## config.mk

```make
export PLATFORM = sky130hd
export DESIGN_NAME = priority_round_robin_scheduler_top_flat
export DESIGN_NICKNAME = d
export VERILOG_FILES = /design/src/rtl/prrs_pkg.sv /design/src/rtl/prrs_if.sv /design/src/rtl/prrs_cell.sv /design/src/rtl/priority_round_robin_scheduler_top.sv /design/src/flat_wrapper.sv
export SDC_FILE = /design/constraint.sdc
export NUM_CORES = 2
export LEC_CHECK = 0
export ABC_AREA = 1
export BUFFER_PORTS_ARGS = -buffer_cell sky130_fd_sc_hd__buf_2
export CAP_MARGIN = 10
export CORE_ASPECT_RATIO = 0.8
export CORE_MARGIN = 2
export CORE_UTILIZATION = 55
export CTS_CLUSTER_SIZE = 14
export DETAILED_ROUTE_END_ITERATION = 16
export PLACE_DENSITY = 0.71
export REMOVE_ABC_BUFFERS = 1
export SLEW_MARGIN = 20
export SYNTH_ARGS = -nofsm -noshare
export SYNTH_HDL_FRONTEND = slang
export SYNTH_SLANG_ARGS = --single-unit
```

## constraint.sdc

```tcl
create_clock -name clk_i -period 3.2 [get_ports clk_i]
set_clock_uncertainty 0.05 [all_clocks]
set_input_delay 0.48 -clock clk_i [delete_from_list [all_inputs] [get_ports clk_i]]
set_output_delay 0.48 -clock clk_i [all_outputs]
set_load 0.03 [all_outputs]
```

## src/rtl/prrs_pkg.sv

```systemverilog
// Shared types and constants for the priority round-robin scheduler.
package prrs_pkg;

  localparam int NUM_ENTRIES = 64;
  localparam int IDX_W       = (NUM_ENTRIES > 1) ? $clog2(NUM_ENTRIES) : 1;
  localparam int RANGE_W     = 11;

  typedef logic [IDX_W-1:0] idx_t;

  localparam logic [2:0] STAT_DYING    = 3'd1;
  localparam logic [2:0] STAT_RUNNABLE = 3'd2;
  localparam logic [2:0] STAT_RUNNING  = 3'd3;

  localparam logic REQ_UPDATE = 1'b0;

  localparam logic [1:0] CFG_SCHED_MODE     = 2'd0;
  localparam logic [1:0] CFG_PRIORITY_FLOOR = 2'd1;
  localparam logic [1:0] CFG_AGING_PERIOD   = 2'd2;

  localparam logic       MODE_RST   = 1'b1;
  localparam logic [3:0] FLOOR_RST  = 4'd10;
  localparam logic [3:0] PERIOD_RST = 4'd5;
  localparam logic [3:0] PRIO_MAX   = 4'd15;

  typedef struct packed {
    logic [2:0] status;
    logic [3:0] prio;
    logic [3:0] phase;
  } entry_t;

  typedef struct packed {
    logic shift;
    logic wr_status;
    logic wr_prio;
    logic wr_phase;
    logic clr_prio;
  } cell_ctrl_t;

  typedef struct packed {
    logic       grant_valid;
    logic [5:0] grant_index;
    logic       kept_current;
    logic       cpu_halt;
    logic       system_idle;
    logic       priorities_reset;
  } res_t;

endpackage

```

## src/rtl/prrs_if.sv

```systemverilog
// Handshake channel interfaces: request, result and configuration write.
interface prrs_req_if;
  logic       valid;
  logic       ready;
  logic       req_type;
  logic [5:0] entry_index;
  logic [2:0] entry_status;
  logic [3:0] entry_priority;
  logic       current_valid;
  logic [5:0] current_index;

  modport source (output valid, req_type, entry_index, entry_status, entry_priority,
                  current_valid, current_index, input ready);
  modport sink (input valid, req_type, entry_index, entry_status, entry_priority,
                current_valid, current_index, output ready);
endinterface

interface prrs_res_if;
  logic       valid;
  logic       ready;
  logic       grant_valid;
  logic [5:0] grant_index;
  logic       kept_current;
  logic       cpu_halt;
  logic       system_idle;
  logic       priorities_reset;

  modport source (output valid, grant_valid, grant_index, kept_current, cpu_halt,
                  system_idle, priorities_reset, input ready);
  modport sink (input valid, grant_valid, grant_index, kept_current, cpu_halt,
                system_idle, priorities_reset, output ready);
endinterface

interface prrs_cfg_if;
  logic       valid;
  logic       ready;
  logic [1:0] index;
  logic [3:0] data;

  modport source (output valid, index, data, input ready);
  modport sink (input valid, index, data, output ready);
endinterface

```

## src/rtl/prrs_cell.sv

```systemverilog
// One table entry of the rotating ring: status, priority and run phase.
module prrs_cell
  import prrs_pkg::*;
(
  input  logic       clk_i,
  input  logic       rst_ni,
  input  cell_ctrl_t ctrl_i,
  input  entry_t     shift_i,
  input  entry_t     wr_i,
  output entry_t     entry_o
);

  entry_t entry_q, entry_d;

  always_comb begin
    entry_d = entry_q;
    if (ctrl_i.shift) begin
      entry_d = shift_i;
    end else begin
      if (ctrl_i.wr_status) entry_d.status = wr_i.status;
      if (ctrl_i.wr_prio)   entry_d.prio   = wr_i.prio;
      if (ctrl_i.wr_phase)  entry_d.phase  = wr_i.phase;
      if (ctrl_i.clr_prio)  entry_d.prio   = '0;
    end
  end

  always_ff @(posedge clk_i or negedge rst_ni) begin
    if (!rst_ni) begin
      entry_q <= '0;
    end else begin
      entry_q <= entry_d;
    end
  end

  assign entry_o = entry_q;

endmodule

```

## src/rtl/priority_round_robin_scheduler_top.sv

```systemverilog
// Scheduler top level: ring of entry cells, scan unit, control and output register.
// Update transaction: after acceptance the result is loaded into the output register in PUSH.
// Schedule transaction: the ring rotates one entry per cycle past the scan unit at its head
// during SCAN, then COMMIT writes back and PUSH loads the result. One transaction in flight
// at a time; a held-off result stalls PUSH, and the next is accepted only after the load.
// Reset (async, active low) clears all tables and loads the register defaults; no clear pass.
module priority_round_robin_scheduler_top
  import prrs_pkg::*;
(
  input  logic  clk_i,
  input  logic  rst_ni,
  prrs_req_if.sink   req_i,
  prrs_res_if.source res_o,
  prrs_cfg_if.sink   cfg_i
);

  typedef enum logic [3:0] {
    S_IDLE   = 4'b0001,
    S_SCAN   = 4'b0010,
    S_COMMIT = 4'b0100,
    S_PUSH   = 4'b1000
  } state_e;

  function automatic logic [3:0] next_phase(logic [3:0] phase, logic [3:0] period);
    logic [3:0] eff;
    logic [4:0] nxt;
    eff = (period == '0) ? 4'd1 : period;
    nxt = {1'b0, phase} + 5'd1;
    return (nxt >= {1'b0, eff}) ? 4'd0 : nxt[3:0];
  endfunction

  state_e     state_q, state_d;
  logic       mode_q;
  logic [3:0] floor_q, period_q;

  idx_t       t_q, d_q, best_d_q, best_idx_q, cidx_q;
  logic       have_q, cvalid_q, busy_q;
  logic [3:0] best_prio_q, best_phase_q, cur_phase_q;
  logic [2:0] cur_stat_q;
  res_t       pend_q, res_q;
  logic       res_valid_q;

  entry_t     cells [NUM_ENTRIES];
  cell_ctrl_t ctrl  [NUM_ENTRIES];

  logic       req_acc, upd, upd_in_range, cvalid_in, scanning, last;
  idx_t       start, wr_idx;
  entry_t     head, wr_data;
  logic       wr_status, wr_prio, wr_phase, clr_prio;
  logic       cand, better, live, kept, preset, load;
  logic [3:0] aged_prio, new_phase;

  assign cfg_i.ready = 1'b1;
  assign req_i.ready = (state_q == S_IDLE);
  assign req_acc     = req_i.valid && req_i.ready;
  assign upd         = (req_i.req_type == REQ_UPDATE);
  assign upd_in_range = (RANGE_W'(req_i.entry_index) < RANGE_W'(NUM_ENTRIES));
  assign cvalid_in   = req_i.current_valid &&
                       (RANGE_W'(req_i.current_index) < RANGE_W'(NUM_ENTRIES));
  assign start       = cvalid_in ? IDX_W'(req_i.current_index) : '0;
  assign scanning    = (state_q == S_SCAN);
  assign last        = (t_q == IDX_W'(NUM_ENTRIES - 1));
  assign head        = cells[0];

  // Scan evaluation of the entry at the head of the ring
  assign cand   = (head.status == STAT_RUNNABLE) && (!mode_q || head.prio < floor_q);
  assign better = !have_q ||
                  (mode_q ? ((head.prio < best_prio_q) ||
                             (head.prio == best_prio_q && d_q < best_d_q))
                          : (d_q < best_d_q));
  assign live   = head.status inside {STAT_DYING, STAT_RUNNABLE, STAT_RUNNING};

  // Commit
  assign kept      = !have_q && cvalid_q && (cur_stat_q == STAT_RUNNING);
  assign aged_prio = (mode_q && best_phase_q == '0 && best_prio_q != PRIO_MAX) ?
                     best_prio_q + 4'd1 : best_prio_q;
  assign preset    = have_q && mode_q && (aged_prio == floor_q);
  assign new_phase = next_phase(have_q ? best_phase_q : cur_phase_q, period_q);

  always_comb begin
    wr_idx    = '0;
    wr_data   = '0;
    wr_status = 1'b0;
    wr_prio   = 1'b0;
    wr_phase  = 1'b0;
    clr_prio  = 1'b0;
    if (state_q == S_IDLE && req_acc && upd && upd_in_range) begin
      wr_idx         = IDX_W'(req_i.entry_index);
      wr_data.status = req_i.entry_status;
      wr_data.prio   = req_i.entry_priority;
      wr_status      = 1'b1;
      wr_prio        = 1'b1;
    end else if (state_q == S_COMMIT) begin
      wr_idx        = have_q ? best_idx_q : cidx_q;
      wr_data.prio  = aged_prio;
      wr_data.phase = new_phase;
      wr_prio       = have_q;
      wr_phase      = have_q || kept;
      clr_prio      = preset;
    end
  end

  for (genvar k = 0; k < NUM_ENTRIES; k++) begin : g_ring
    localparam int NXT = (k + 1) % NUM_ENTRIES;
    logic sel;
    assign sel = (wr_idx == IDX_W'(k));
    assign ctrl[k] = '{shift:     scanning,
                       wr_status: wr_status && sel,
                       wr_prio:   wr_prio && sel,
                       wr_phase:  wr_phase && sel,
                       clr_prio:  clr_prio};
    prrs_cell u_cell (
      .clk_i   (clk_i),
      .rst_ni  (rst_ni),
      .ctrl_i  (ctrl[k]),
      .shift_i (cells[NXT]),
      .wr_i    (wr_data),
      .entry_o (cells[k])
    );
  end

  assign load = (state_q == S_PUSH) && (!res_valid_q || res_o.ready);

  always_comb begin
    state_d = state_q;
    case (state_q)
      S_IDLE:   if (req_acc) state_d = upd ? S_PUSH : S_SCAN;
      S_SCAN:   if (last) state_d = S_COMMIT;
      S_COMMIT: state_d = S_PUSH;
      S_PUSH:   if (load) state_d = S_IDLE;
      default:  state_d = S_IDLE;
    endcase
  end

  always_ff @(posedge clk_i or negedge rst_ni) begin
    if (!rst_ni) begin
      state_q     <= S_IDLE;
      mode_q      <= MODE_RST;
      floor_q     <= FLOOR_RST;
      period_q    <= PERIOD_RST;
      res_valid_q <= 1'b0;
    end else begin
      state_q <= state_d;
      if (cfg_i.valid && cfg_i.ready) begin
        case (cfg_i.index)
          CFG_SCHED_MODE:     mode_q   <= cfg_i.data[0];
          CFG_PRIORITY_FLOOR: floor_q  <= cfg_i.data;
          CFG_AGING_PERIOD:   period_q <= cfg_i.data;
          default: ;
        endcase
      end
      if (load) begin
        res_valid_q <= 1'b1;
      end else if (res_o.ready) begin
        res_valid_q <= 1'b0;
      end
    end
  end

  always_ff @(posedge clk_i) begin
    if (req_acc) begin
      cvalid_q   <= cvalid_in;
      cidx_q     <= start;
      t_q        <= '0;
      d_q        <= IDX_W'(NUM_ENTRIES - 1) - start;
      have_q     <= 1'b0;
      busy_q     <= 1'b0;
      cur_stat_q <= '0;
      cur_phase_q <= '0;
      if (upd) pend_q <= '0;
    end
    if (scanning) begin
      t_q <= t_q + 1'b1;
      d_q <= (d_q == IDX_W'(NUM_ENTRIES - 1)) ? '0 : d_q + 1'b1;
      if (live) busy_q <= 1'b1;
      if (cand && better) begin
        have_q       <= 1'b1;
        best_idx_q   <= t_q;
        best_d_q     <= d_q;
        best_prio_q  <= head.prio;
        best_phase_q <= head.phase;
      end
      if (t_q == cidx_q) begin
        cur_stat_q  <= head.status;
        cur_phase_q <= head.phase;
      end
    end
    if (state_q == S_COMMIT) begin
      pend_q.grant_valid      <= have_q || kept;
      pend_q.grant_index      <= (have_q || kept) ? 6'(wr_idx) : 6'd0;
      pend_q.kept_current     <= kept;
      pend_q.cpu_halt         <= !(have_q || kept);
      pend_q.system_idle      <= !busy_q;
      pend_q.priorities_reset <= preset;
    end
    if (load) res_q <= pend_q;
  end

  assign res_o.valid            = res_valid_q;
  assign res_o.grant_valid      = res_q.grant_valid;
  assign res_o.grant_index      = res_q.grant_index;
  assign res_o.kept_current     = res_q.kept_current;
  assign res_o.cpu_halt         = res_q.cpu_halt;
  assign res_o.system_idle      = res_q.system_idle;
  assign res_o.priorities_reset = res_q.priorities_reset;

endmodule

```

## src/flat_wrapper.sv

```systemverilog
// flat-port wrapper written by rule: the top's interface ports become plain ports
module priority_round_robin_scheduler_top_flat import prrs_pkg::*;
  (clk_i, rst_ni, req_i_valid, req_i_req_type, req_i_entry_index, req_i_entry_status, req_i_entry_priority, req_i_current_valid, req_i_current_index, req_i_ready, res_o_valid, res_o_grant_valid, res_o_grant_index, res_o_kept_current, res_o_cpu_halt, res_o_system_idle, res_o_priorities_reset, res_o_ready, cfg_i_valid, cfg_i_index, cfg_i_data, cfg_i_ready);
  prrs_req_if req_i_i ();
  prrs_res_if res_o_i ();
  prrs_cfg_if cfg_i_i ();
  input  logic clk_i;
  input  logic rst_ni;
  input wire logic [$bits(req_i_i.valid)-1:0] req_i_valid;
  input wire logic [$bits(req_i_i.req_type)-1:0] req_i_req_type;
  input wire logic [$bits(req_i_i.entry_index)-1:0] req_i_entry_index;
  input wire logic [$bits(req_i_i.entry_status)-1:0] req_i_entry_status;
  input wire logic [$bits(req_i_i.entry_priority)-1:0] req_i_entry_priority;
  input wire logic [$bits(req_i_i.current_valid)-1:0] req_i_current_valid;
  input wire logic [$bits(req_i_i.current_index)-1:0] req_i_current_index;
  output wire logic [$bits(req_i_i.ready)-1:0] req_i_ready;
  output wire logic [$bits(res_o_i.valid)-1:0] res_o_valid;
  output wire logic [$bits(res_o_i.grant_valid)-1:0] res_o_grant_valid;
  output wire logic [$bits(res_o_i.grant_index)-1:0] res_o_grant_index;
  output wire logic [$bits(res_o_i.kept_current)-1:0] res_o_kept_current;
  output wire logic [$bits(res_o_i.cpu_halt)-1:0] res_o_cpu_halt;
  output wire logic [$bits(res_o_i.system_idle)-1:0] res_o_system_idle;
  output wire logic [$bits(res_o_i.priorities_reset)-1:0] res_o_priorities_reset;
  input wire logic [$bits(res_o_i.ready)-1:0] res_o_ready;
  input wire logic [$bits(cfg_i_i.valid)-1:0] cfg_i_valid;
  input wire logic [$bits(cfg_i_i.index)-1:0] cfg_i_index;
  input wire logic [$bits(cfg_i_i.data)-1:0] cfg_i_data;
  output wire logic [$bits(cfg_i_i.ready)-1:0] cfg_i_ready;
  assign req_i_i.valid = req_i_valid;
  assign req_i_i.req_type = req_i_req_type;
  assign req_i_i.entry_index = req_i_entry_index;
  assign req_i_i.entry_status = req_i_entry_status;
  assign req_i_i.entry_priority = req_i_entry_priority;
  assign req_i_i.current_valid = req_i_current_valid;
  assign req_i_i.current_index = req_i_current_index;
  assign req_i_ready = req_i_i.ready;
  assign res_o_valid = res_o_i.valid;
  assign res_o_grant_valid = res_o_i.grant_valid;
  assign res_o_grant_index = res_o_i.grant_index;
  assign res_o_kept_current = res_o_i.kept_current;
  assign res_o_cpu_halt = res_o_i.cpu_halt;
  assign res_o_system_idle = res_o_i.system_idle;
  assign res_o_priorities_reset = res_o_i.priorities_reset;
  assign res_o_i.ready = res_o_ready;
  assign cfg_i_i.valid = cfg_i_valid;
  assign cfg_i_i.index = cfg_i_index;
  assign cfg_i_i.data = cfg_i_data;
  assign cfg_i_ready = cfg_i_i.ready;
  priority_round_robin_scheduler_top u_core (.clk_i(clk_i), .rst_ni(rst_ni), .req_i(req_i_i), .res_o(res_o_i), .cfg_i(cfg_i_i));
endmodule
```

==> results.toml <==
[status]
status = "finished clean"

[layout]
n_fill_cell = 6056
drive_gt1_frac = 0.0774
multi_input_area_um2 = 16300
syn_to_final_growth_pct = 11.5
nets = 5083
seqCellArea_um2 = 20000

[synthesis]
synth.yosys.seq_area_share = 0.521
synthTopCellsByArea = "dfrtp_1 46%, nand2_1 21%, nand3_1 11%, edfxtp_1 4.8%, o21ai_0 4.8%"
synth_top_cell_by_area = "dfrtp_1"
ys_seq_elements = 788
synth.distinct_cells = 48
synthArstFlopShare = 0.911
synth-edff-count = 61
ys_warn_count = 0
yosys-top-cells-count = "2178 x nand2_1, 832 x nand3_1, 712 x dfrtp_1"
syn_inst = 5051
synth_ff_type = "dfrtp_1"
mappedNetlistArea_um2 = 38400
synth.top_cell.area_share = 0.464
syn_avg_cell_area_um2 = 7.60
yosysMostFrequentCell = "nand2_1"

[worst_hold_path]
hold_class = "input pin to register"

[floorplan]
initial_core_util = 0.557
rows = 86
die_x_um = 299
ioPinCount = 46
die_h_um = 240
core-area_um2 = 69000
dieArea_um2 = 71900

[grt]
grt_pass1_wl_um = 169000
grt_max_degree = 161
grt-ovfl-total = 0
grt.total_usage = 0.291
grt_pass1_vias = 31218
antenna_found_initial = 2

[clock_network]
cts_buffers = 82
post_cts_buffers = 0
root_buffer = "clkbuf_16"
cts_tree = "yes"
clk_pin_slew_ps = 60
h-tree-depth = 3
clock_latency_ps = 630
clock-sinks = 788
clockBufferDepth = 3

[power_and_ir_drop]
fin_total_pwr_uw = 32500
ir_worst_vdd_v = 0.000407
leakage_uw = 0.0227
p_per_area_nw_per_um2 = 760

[critical_path]
cp.arrival_ps = 3480
reg2reg_depth = 12
slowest_stage = "dfstp_2"
crit_end = "u_core.g_ring[36].u_cell.entry_o[3]"
start_kind = "register"
max_stage_delay_ps = 550
r2r_start = "u_core.state_q[0]"
cp-startpoint = "u_core.state_q[0]"
criticalPathCategory = "register to register"
reg2reg_slack_ps = 160
cp_max_fo = 17
path_cells = "nand2_1 -> nor2_4 -> nand3_4 -> clkinv_2 -> buf_4 -> a21oi_2 -> nor2_4 -> inv_2 -> nor2_1 -> nand2_1 -> nand2_1 -> o21ai_0"
crit_top_cell = "nand2_1"
r2r-end = "u_core.g_ring[36].u_cell.entry_o[3]"
critPathCaptureType = "register"
cp.required_ps = 3640

[placement]
port-buffer-count = 44
dpl.hpwl_um = 65800
globalplace.congestion = 0.876
dpl_worst_slack_ps = 111

[timing]
relSlewSlack = 0.496
final_max_slew_viol_count = 0
period_share = 0.950
tightest_slew_ps = 753
fin_crit_ps = 3040
final-hold-violation-count = 0
max_freq_ghz = 0.329
setup_viol = 0
setup_ws_ps = 159
rsz0062_at_grt = "yes"
hold_slack_ps = 53.4

[route]
drt_pass1_iterations = 6
drc_errors = 0
routed_wl_um = 104000
drt_iter0_drc = 3826
via_per_inst = 5.61
routedWlPerCell_um = 17.3
vias = 33746
ant_nets = 0

[run]
cap_violations = 0
==> how the worst min path moves through the flow <==
stage,start,to,slack [ps],depth (start not counted)
after detailed placement,u_core.pend_q[6],u_core.res_o.grant_index[2],350,0
after floorplan,rst_ni,u_core.floor_q[0],130,0
after global routing,cfg_i_data[3],u_core.floor_q[3],60,3
final,cfg_i_data[3],u_core.floor_q[3],50,3
after CTS,cfg_i_data[3],u_core.floor_q[3],30,3
after global placement,u_core.pend_q[0],u_core.res_o.priorities_reset,350,0
==> layout make-up <==
| class | count | area share |
|---|---|---|
| inverter | 297 | 0.0263 |
| timing repair buffer | 158 | 0.0368 |
| multi-input combinational | 3704 | 0.380 |
| sequential | 788 | 0.467 |
| clock inverter | 36 | 0.00915 |
| clock buffer | 106 | 0.0534 |
| antenna | 1 | 0.0000585 |
| tap | 924 | 0.0270 |
==> sequential cells by signal, indices dropped and copies added (netlist names), 6 cells and up <==
register and flops:
u_core.pend_q 11, u_core.cidx_q 6, u_core.g_ring.u_cell.entry_o 704, u_core.best_d_q 6, u_core.t_q 6, u_core.best_idx_q 6, u_core.res_o.grant_index 6, u_core.d_q 6
==> stage by stage <==
stage                     instance area [um2]  utilization  std cells  setup TNS [ps]
final                                   42800        0.620       6014               0
after global routing                    42800        0.620       6014           -14.6
after CTS                               42800        0.620       6012               0
after detailed placement                40100        0.581       5869               0
after global placement                  40100        0.581       5869               0
after floorplan                         37300            -       4788               -
==> report_power, final <==
part / switching (uW) / internal [uW]
registers: 1630 / 13000
logic: 5560 / 2600
clock network: 4060 / 5670
total: 11300 / 21300
==> kinds of logic (layout without fill, tap and decap cells) <==
kind of cell,after synthesis,count (layout),share of synthesized area
xor+xnor,13,13,0.00297
other cells,1,2,0.0000977
compound gates,470,470,0.0650
buf+inv,560,597,0.0583
fa+ha+maj,20,20,0.00652
flops,788,788,0.521
simple gates,3199,3200,0.346
==> worst max-delay path: cells and delay by family (launching register included) <==
kind                   cells  cell delay (ps)
AO/OA/AOI/OAI              2              250
buffers and inverters      3              710
flip-flops                 1              550
AND/OR/NAND/NOR            7             1310
==> cell usage in the layout (no fill, tap or decap), drive strengths merged, types with 7 or more instances in the layout <==
cell and n:
a21boi 8, nand3 834, nand4 8, nor2 153
a22oi 15, xor2 7, clkinv 23, clkbuf 106
ha 20, inv 297, dfxtp 9, o21ai 384
buf 157, bufinv 8, edfxtp 61, dfrtp 712
a21oi 45, nand2 2189
==> per-layer routing <==
layer	wire (um)	share of wire	up-vias	GRT usage
met2	43600	0.42	1325	0.414
met1	49700	0.48	16081	0.460
met4	1910	0.018	0	0.0668
met3	9040	0.087	137	0.0503
met5	0	0	-	0
li1	-	-	16203	-
==> what timing repair did <==
| item | in CTS | in global routing |
|---|---|---|
| gates resized for setup | 0 | 8 |
| hold buffers | 1 | 0 |
| setup endpoints to repair | 0 | 187 |
| endpoints found under the hold margin | 49 | 0 |
(Power assumes the default switching activity.)
